[src/erf_pkg.sv]
// ----------------------------------------------------------------------------
// erf_pkg
// shared constants and types of the enclosed region fill block
// ----------------------------------------------------------------------------
`default_nettype none

package erf_pkg;

   localparam int CFG_W        = 7;
   localparam int DATA_W       = 64;
   localparam int ROW_IDX_W    = 6;
   localparam int CSR_IDX_W    = 1;
   localparam int DEF_MAX_ROWS = 64;
   localparam int DEF_MAX_COLS = 64;

   localparam logic [CFG_W-1:0] COUNT_RESET = CFG_W'(64);

   localparam logic [CSR_IDX_W-1:0] REG_ROW_COUNT = CSR_IDX_W'(0);
   localparam logic [CSR_IDX_W-1:0] REG_COL_COUNT = CSR_IDX_W'(1);

   // per-row control for the row update unit
   typedef struct packed {
      logic seed;
      logic has_prev;
      logic has_next;
   } row_ctl_type;

endpackage

`default_nettype wire

[src/erf_row_unit.sv]
// ----------------------------------------------------------------------------
// erf_row_unit
// shared row update: border seeding and one step of 4-neighbor growth
// ----------------------------------------------------------------------------
`default_nettype none

module erf_row_unit #(
   parameter int COL_W = 64
) (
   input  wire erf_pkg::row_ctl_type ctl,
   input  wire logic [COL_W-1:0]     open_row,
   input  wire logic [COL_W-1:0]     edge_cols,
   input  wire logic [COL_W-1:0]     prev_row,
   input  wire logic [COL_W-1:0]     cur_row,
   input  wire logic [COL_W-1:0]     next_row,
   output logic      [COL_W-1:0]     new_row,
   output logic                      row_changed
);
   import erf_pkg::*;

   logic [COL_W-1:0] grow;
   logic             edge_row;

   always_comb begin
      edge_row = !ctl.has_prev || !ctl.has_next;
      grow = cur_row | (cur_row << 1) | (cur_row >> 1);
      if (ctl.has_prev) begin
         grow = grow | prev_row;
      end
      if (ctl.has_next) begin
         grow = grow | next_row;
      end
      if (ctl.seed) begin
         new_row = edge_row ? open_row : (open_row & edge_cols);
      end else begin
         new_row = grow & open_row;
      end
      row_changed = (new_row != cur_row);
   end

endmodule

`default_nettype wire

[config.mk]
export PLATFORM = sky130hd
export DESIGN_NAME = erf_row_unit
export DESIGN_NICKNAME = d
export VERILOG_FILES = /design/src/erf_pkg.sv /design/src/erf_row_unit.sv
export SDC_FILE = /design/constraint.sdc
export NUM_CORES = 1
export LEC_CHECK = 0
export ABC_AREA = 1
export BUFFER_PORTS_ARGS = -buffer_cell sky130_fd_sc_hd__buf_2
export CAP_MARGIN = 20
export CORE_AREA = 8 8 146 148
export DETAILED_ROUTE_END_ITERATION = 10
export DIE_AREA = 0 0 154 156
export GPL_TIMING_DRIVEN = 1
export SLEW_MARGIN = 5
export SYNTH_ARGS = -nofsm -noshare
export SYNTH_HDL_FRONTEND = slang
export SYNTH_SLANG_ARGS = --single-unit
[constraint.sdc]
create_clock -name vclk -period 1.5
set_input_delay 0.15 -clock vclk [all_inputs]
set_output_delay 0.15 -clock vclk [all_outputs]
set_load 0.03 [all_outputs]
Word level (Yosys, flattened, before mapping)
Cells that the tools add are included.
- bits in writable memories: 0
- input bits: 323
- ROM bits: 0
- memories kept: 0
- logic and storage cells: 14
- register bits after elaboration: 0
- output and inout bits: 65
- bits in latches: 0
- bitwise gates (word level): 6
- equality and inequality tests: 1
- $add $sub $neg: 0
- order comparisons: 0
- reduce and logical (&&, ||, !) cells: 3
- muxes and demuxes: 4
- shifts and indexed selects: 0
- multiply operators: 0
- divide/modulo/power cells: 0
- operators by type and width (operator ; number):
    2-to-1 mux 64 bit ; 4
    bitwise OR 64 bit ; 3
    bitwise AND 64 bit ; 2
    inequality test 64 bit ; 1
    bitwise OR 64 x 63 -> 64 bit ; 1
    logical NOT 1 bit ; 2
    logical OR 1 bit ; 1

Logic depth before layout (Yosys ltp)
Gate-level depths: netlist of run 1.
- depth in word-level cells: 9
- gate-level depth with buffers: 15
- depth with buffers taken out: 13

Worst setup path after synthesis of run 1
No wires, ideal clock.
- path type: input port to output port
- start: input ctl[2] (netlist name)
- end: output row_changed
- buffers on the path: 2
- stages on the path: 14
- arrival time: 1.307 ns
- data required time: 1.350 ns
- setup slack: 0.043 ns
- path through: buf_6 -> buf_6 -> nand2_1 -> nor2_1 -> nor2_1 -> nand2_1 -> nand2_1 -> nand2_1 -> nor2_1 -> nand2_1 -> nor2_1 -> nand2_1 -> nor2_1 -> nand2_1
- cells in the longest elaborated chain, start to end: 2
- RTL lines (item ; RTL line ; text):
    start, declared ; erf_row_unit.sv:10 ; input wire erf_pkg::row_ctl_type ctl,
    2-to-1 mux 64 bit ; erf_row_unit.sv:33 ; if (ctl.seed) begin
    inequality test 64 bit ; erf_row_unit.sv:38 ; row_changed = (new_row != cur_row);
    end, declared ; erf_row_unit.sv:17 ; output logic row_changed
No other way between the ends.

Final worst setup path of run 1
- start: input ctl[0] (netlist name)
- end: output row_changed
- cells in the longest elaborated chain, start to end: 5
- elaborated cells on any way between the ends: 7
- classes of those cells: eq/ne: 1; mux: 3; bitwise: 1; reduce/logical: 2
- RTL lines (item ; RTL line ; text):
    logical NOT 1 bit ; erf_row_unit.sv:25 ; edge_row = !ctl.has_prev || !ctl.has_next;
    logical OR 1 bit ; erf_row_unit.sv:25 ;
    2-to-1 mux 64 bit ; erf_row_unit.sv:34 ; new_row = edge_row ? open_row : (open_row & edge_cols);
    2-to-1 mux 64 bit * ; erf_row_unit.sv:33 ;
    inequality test 64 bit * ; erf_row_unit.sv:38 ;
Every way passes the cells marked *; elsewhere a longest branch is shown, timed or not.

==> results of run 1 <==
[kinds of logic (layout without fill, tap and decap cells)]
logic type | count (synthesis) | in the layout | share of synthesized area
other | 0 | 1 | 0
AO/OA/AOI/OAI | 44 | 44 | 0.09104
buffers and inverters | 164 | 688 | 0.1830
AND/OR/NAND/NOR | 720 | 720 | 0.7260
[cell type report]
class / count / share of cell area
Timing Repair Buffer: 557 / 0.4520
Antenna cell: 1 / 0.0002999
Multi-Input combinational cell: 764 / 0.4507
Tap cell: 238 / 0.03569
Inverter: 131 / 0.06134
[cells in the mapped netlist]
library cell | count | area [um^2]
a21boi_0 | 4 | 30.03
a21boi_1 | 22 | 165.2
a21boi_2 | 16 | 180.2
a21oi_1 | 2 | 10.01
buf_2 | 4 | 20.02
buf_4 | 17 | 127.6
buf_6 | 12 | 135.1
inv_1 | 129 | 484.2
inv_2 | 2 | 7.510
nand2_1 | 381 | 1430
nand2_2 | 2 | 12.51
nand3_1 | 15 | 75.07
nand3b_1 | 49 | 367.9
nand4_1 | 58 | 362.9
nor2_1 | 208 | 780.8
nor2_2 | 7 | 43.79
[worst max path at each step]
stage          slack, ns  depth (start not counted)          end  startpoint
2_1_floorplan       0.04                         14  row_changed      ctl[2]
3_3_place_gp       -0.93                         15  row_changed      ctl[0]
3_5_place_dp       -0.91                         15  row_changed      ctl[1]
4_1_cts            -0.49                         15  row_changed      ctl[0]
5_1_grt            -0.64                         15  row_changed      ctl[0]
6_report           -0.52                         15  row_changed      ctl[0]
[power groups by stage]
stage          Sequential (mW)  Combinational, mW     Clock, mW
2_1_floorplan                0               1.08             0
3_3_place_gp                 0               2.20             0
3_5_place_dp                 0               2.21             0
4_1_cts                      0               2.51             0
5_1_grt                      0               2.82  0.0000000891
6_report                     0               2.59  0.0000000891
[placed cells by master, fill, tap and decap left out, drive strengths merged]
cell and n:
nand3b 49, nor2 215, a21oi 2, nand2 383, a21boi 42, nand3 15
buf 549, nand4 58, clkbuf 7, bufbuf 1, diode 1, inv 131
[per-layer routing]
layer | track usage | wire length (um) | vias to the layer above
li1 | - | - | 3925
met1 | 0.2291 | 10710 | 3496
met2 | 0.4174 | 14680 | 348
met3 | 0.04931 | 2152 | 61
met4 | 0.06673 | 892 | 4
met5 | 0 | 24 | -
[metrics by stage]
step | util | std cells | setup TNS, ns | instance area [um^2]
2_1_floorplan | - | 928 | 0 | 4233
3_3_place_gp | 0.3813 | 1657 | -1.815 | 7276
3_5_place_dp | 0.3813 | 1657 | -1.999 | 7276
4_1_cts | 0.4248 | 1694 | -1.898 | 8105
5_1_grt | 0.4373 | 1691 | -2.070 | 8343
6_report | 0.4373 | 1691 | -1.427 | 8343
[what timing repair did]
item,CTS,global route
pin swaps,58,57
cloned,6,2
gates resized for setup,120,87
endpoints found under the setup margin,23,27
buffers inserted,33,5
==> flow_metrics.py, run 1 <==
metrics = {
    "power": {
        "irDropWorstVdd_v": 0.0001467,
        "pwr-share-comb": 1.000,
        "total_leakage_power_nw": 5.092,
        "p_sw_frac": 0.5273,
        "seqPwrFrac": 0,
        "p_int_mw": 1.226,
        "clock_power_share": 0,
        "p_total_mw": 2.593,
        "p_switching_mw": 1.367,
        "powerDensity_nw_per_um2": 310.8,
    },
    "routing": {
        "ant_nets": 0,
        "vias": 7834,
        "routed_wl_mm": 28.45,
        "wl_per_cell_um": 16.83,
        "drc": 0,
        "first_pass_iters": 5,
        "drt_iter0_drc": 431,
        "vias_per_cell": 4.633,
    },
    "floorplanning": {
        "core_region_area_um2": 19080,
        "ioPinCount": 388,
        "die_area_um2": 24020,
        "rows": 51,
        "start_util": 0.2219,
        "dieWidth_um": 154,
        "die_y_um": 156,
    },
    "timing": {
        "max_slew_margin": 0.8151,
        "period_share": 1.346,
        "worst_slew_pin_slew_ns": 0.2763,
        "rsz0062_at_grt": "yes",
        "slew_viol_final": 0,
        "fmaxAchievable_mhz": 495.4,
        "layout_setup_ws_ns": -0.5186,
        "fin_crit_ns": 2.019,
        "timing.hold.ws_ns": 0.7612,
        "hold_viol_final": 0,
        "setup-violations-final": 5,
    },
    "placement": {
        "place_ws_ns": -0.9060,
        "dpl.hpwl_mm": 23.39,
        "numPortBuffers": 388,
        "gp_congestion": 0.8846,
    },
    "finish": {
        "clock_buffers": 0,
        "final_nets": 1777,
        "multiInputGateArea_um2": 3760,
        "layout-drive-gt1-share": 0.4504,
        "syn_to_final_growth_pct": 97.10,
        "nFlopsAndLatches": 0,
        "fill_cells": 2103,
        "regArea_um2": 0,
    },
    "min_path": {
        "min_from": "open_row[63]",
        "hold_end": "new_row[63]",
        "hold_depth": 6,
        "hold_path_class": "in2out",
    },
    "status": {
        "violations": "setup timing",
        "run_status": "complete, but fails checks",
    },
    "critical_path": {
        "critical_path_class": "in2out",
        "path_buf_inv": 5,
        "critPathRequiredTime_ns": 1.35,
        "cp_top_family": "simple AND/OR/NAND/NOR gates",
        "cpPeakStageDelay_ns": 0.17,
        "cp-end-kind": "output pin",
        "cp-start-kind": "input pin",
        "slowest_stage": "buf_6",
        "path_cells": "buf_12 > buf_12 > buf_12 > buf_4 > nand2_2 > nand4_1 > nand3b_1 > nand2_1 > nor2_2 > nand2_2 > nor2_4 > nand2_1 > nor2_1 > nand2_1 > buf_6",
        "arrival_ns": 1.87,
        "path_max_fanout": 7,
    },
    "yosys": {
        "synth_area_um2": 4233,
        "syn_avg_cell_area_um2": 4.561,
        "synthCells": 928,
        "yosysWarnings": 0,
        "yosysUniqueCellTypes": 16,
        "seq_area_frac_synth": 0,
        "syn_nets": 1251,
    },
    "grt": {
        "grt_pass1_wl_mm": 41.43,
        "globalRouteTotalUtil": 0.2169,
        "gr-total-overflow": 0,
        "antenna_found_initial": 3,
        "grt_max_degree": 27,
        "grt_pass1_vias": 7972,
    },
    "clock_tree": {
        "hold_buffers": 0,
    },
    "job": {
        "timing.max_cap.violations": 0,
    },
}
Power figures use the tool's default switching activity.
==> run 2: changes to the inputs <==
--- a/config.mk
+++ b/config.mk
@@ -8,9 +8,9 @@
 export ABC_AREA = 1
 export BUFFER_PORTS_ARGS = -buffer_cell sky130_fd_sc_hd__buf_2
 export CAP_MARGIN = 20
-export CORE_AREA = 8 8 146 148
+export CORE_AREA = 2 2 149 151
 export DETAILED_ROUTE_END_ITERATION = 10
-export DIE_AREA = 0 0 154 156
+export DIE_AREA = 0 0 151 153
 export GPL_TIMING_DRIVEN = 1
 export SLEW_MARGIN = 5
 export SYNTH_ARGS = -nofsm -noshare
==> flow_metrics.py, run 2 (synthesis results as in run 1) <==
metrics = {
    "finish": {
        "final_cell_mix": "370 x buf_2, 368 x nand2_1, 184 x nor2_1, 139 x buf_4, 125 x inv_1",
        "final_common_cell": "buf_2",
        "clock_buffers": 0,
        "syn_to_final_growth_pct": 98.49,
        "design_area_um2": 8402,
        "nFlopsAndLatches": 0,
        "regArea_um2": 0,
        "final_nets": 1779,
        "fill_cells": 2355,
        "post-route-util": 0.3910,
        "layout-drive-gt1-share": 0.4484,
    },
    "placement": {
        "numPortBuffers": 388,
        "dpl_cell_area_um2": 7433,
        "gp_congestion": 0.9149,
        "dpl.hpwl_mm": 21.82,
    },
    "routing": {
        "ant_nets": 0,
        "first_pass_iters": 4,
        "vias": 7700,
        "vias_per_cell": 4.438,
        "drc": 0,
        "routed_wl_mm": 26.96,
        "wl_per_cell_um": 15.54,
        "drt_iter0_drc": 323,
    },
    "critical_path": {
        "slowest_stage": "a21boi_2",
        "cp-start-kind": "input pin",
        "cpPeakStageDelay_ns": 0.15,
        "arrival_ns": 1.77,
        "cp-end-kind": "output pin",
        "critPathRequiredTime_ns": 1.35,
        "path_max_fanout": 7,
        "path_cells": "buf_12 > inv_12 > buf_6 > buf_16 > nor2_1 > a21boi_2 > nand2_1 > nand2_1 > nand2_1 > nor2_1 > nand2_2 > nor2_4 > nand2_2 > nor2_2 > nand2_2 > buf_6",
        "critical_path_class": "in2out",
        "crit_start": "ctl[2]",
    },
    "timing": {
        "hold_viol_final": 0,
        "rsz0062_at_grt": "yes",
        "fmaxAchievable_mhz": 520.7,
        "fin_crit_ns": 1.920,
        "setup-violations-final": 3,
        "slew_viol_final": 0,
        "worst_slew_pin_slew_ns": 0.2519,
        "period_share": 1.280,
        "layout_setup_ws_ns": -0.4205,
        "max_slew_margin": 0.8306,
    },
    "floorplanning": {
        "die_area_um2": 23100,
        "dieWidth_um": 151,
        "core_region_area_um2": 21490,
        "rows": 54,
        "ioPinCount": 388,
        "die_y_um": 153,
        "start_util": 0.1970,
    },
    "status": {
        "run_status": "complete, but fails checks",
        "violations": "setup timing",
    },
    "grt": {
        "antenna_found_initial": 4,
        "grt_pass1_vias": 7375,
        "gr-total-overflow": 0,
        "grt_pass1_wl_mm": 39.01,
        "globalRouteTotalUtil": 0.2185,
        "grt_max_degree": 24,
    },
    "job": {
        "timing.max_cap.violations": 0,
    },
    "power": {
        "seqPwrFrac": 0,
        "irDropWorstVdd_v": 0.0001155,
        "p_int_mw": 1.224,
        "clock_power_share": 0,
        "total_leakage_power_nw": 5.087,
        "p_sw_frac": 0.5278,
        "p_switching_mw": 1.367,
        "powerDensity_nw_per_um2": 308.4,
        "pwr-share-comb": 1.000,
    },
    "min_path": {
        "min_from": "open_row[2]",
        "hold_path_class": "in2out",
    },
    "clock_tree": {
        "hold_buffers": 0,
    },
}
[run 2: cell types whose count changed in the layout (fill, tap and decap cells not counted), sizes merged]
cell    delta
clkbuf     -6
bufbuf     -1
buf        +9
[run 2: worst paths after layout]
path / endpoint / cells after the start
hold / removal: new_row[2] / 6
setup / recovery: row_changed / 16
[run 2: cell type report]
class	instances	area, um^2	area share
tap	280	350.3	0.04170
inverter	131	523.0	0.06225
timing repair buffer	559	3782	0.4502
multi-input combinational	764	3744	0.4456
antenna	1	2.502	0.0002978
[run 2: per-layer routing]
metal	track usage	vias up	wire (um)
met5	0	-	25
met4	0.02982	4	475
li1	-	3935	-
met2	0.4439	295	14380
met1	0.2442	3435	10410
met3	0.02119	31	1664
[run 2: through the flow]
stage	cells	TNS (ns)	hold WS [ns]	worst slack (ns)	power, mW
2_1_floorplan	928	0	0.5068	0.04264	1.075
3_3_place_gp	1708	-1.443	0.7695	-0.8838	2.236
3_5_place_dp	1708	-1.710	0.7771	-0.8726	2.239
4_1_cts	1733	-0.9007	0.7799	-0.4583	2.566
5_1_grt	1735	-1.166	0.7987	-0.5642	2.822
6_report	1735	-0.9246	0.7788	-0.4205	2.591
[run 2: power by group through the flow]
stage / clock network, mW / logic [mW] / registers [mW]
finish: 0.0000000894 / 2.59 / 0
global placement: 0 / 2.24 / 0
floorplan: 0 / 1.08 / 0
global route: 0.0000000892 / 2.82 / 0
CTS: 0 / 2.57 / 0
detailed placement: 0 / 2.24 / 0
[run 2: what timing repair did]
action	CTS	global route
setup buffers	17	1
gates cloned	9	0
pin swaps	43	28
gates resized for setup	128	46
endpoints found under the setup margin	22	26
[run 2: critical path, delay by kind of cell]
kind / cells / cell delay, ns
AOI/OAI and AO/OA: 1 / 0.15
and+or+nand+nor: 10 / 0.86
buffers and inverters: 5 / 0.58
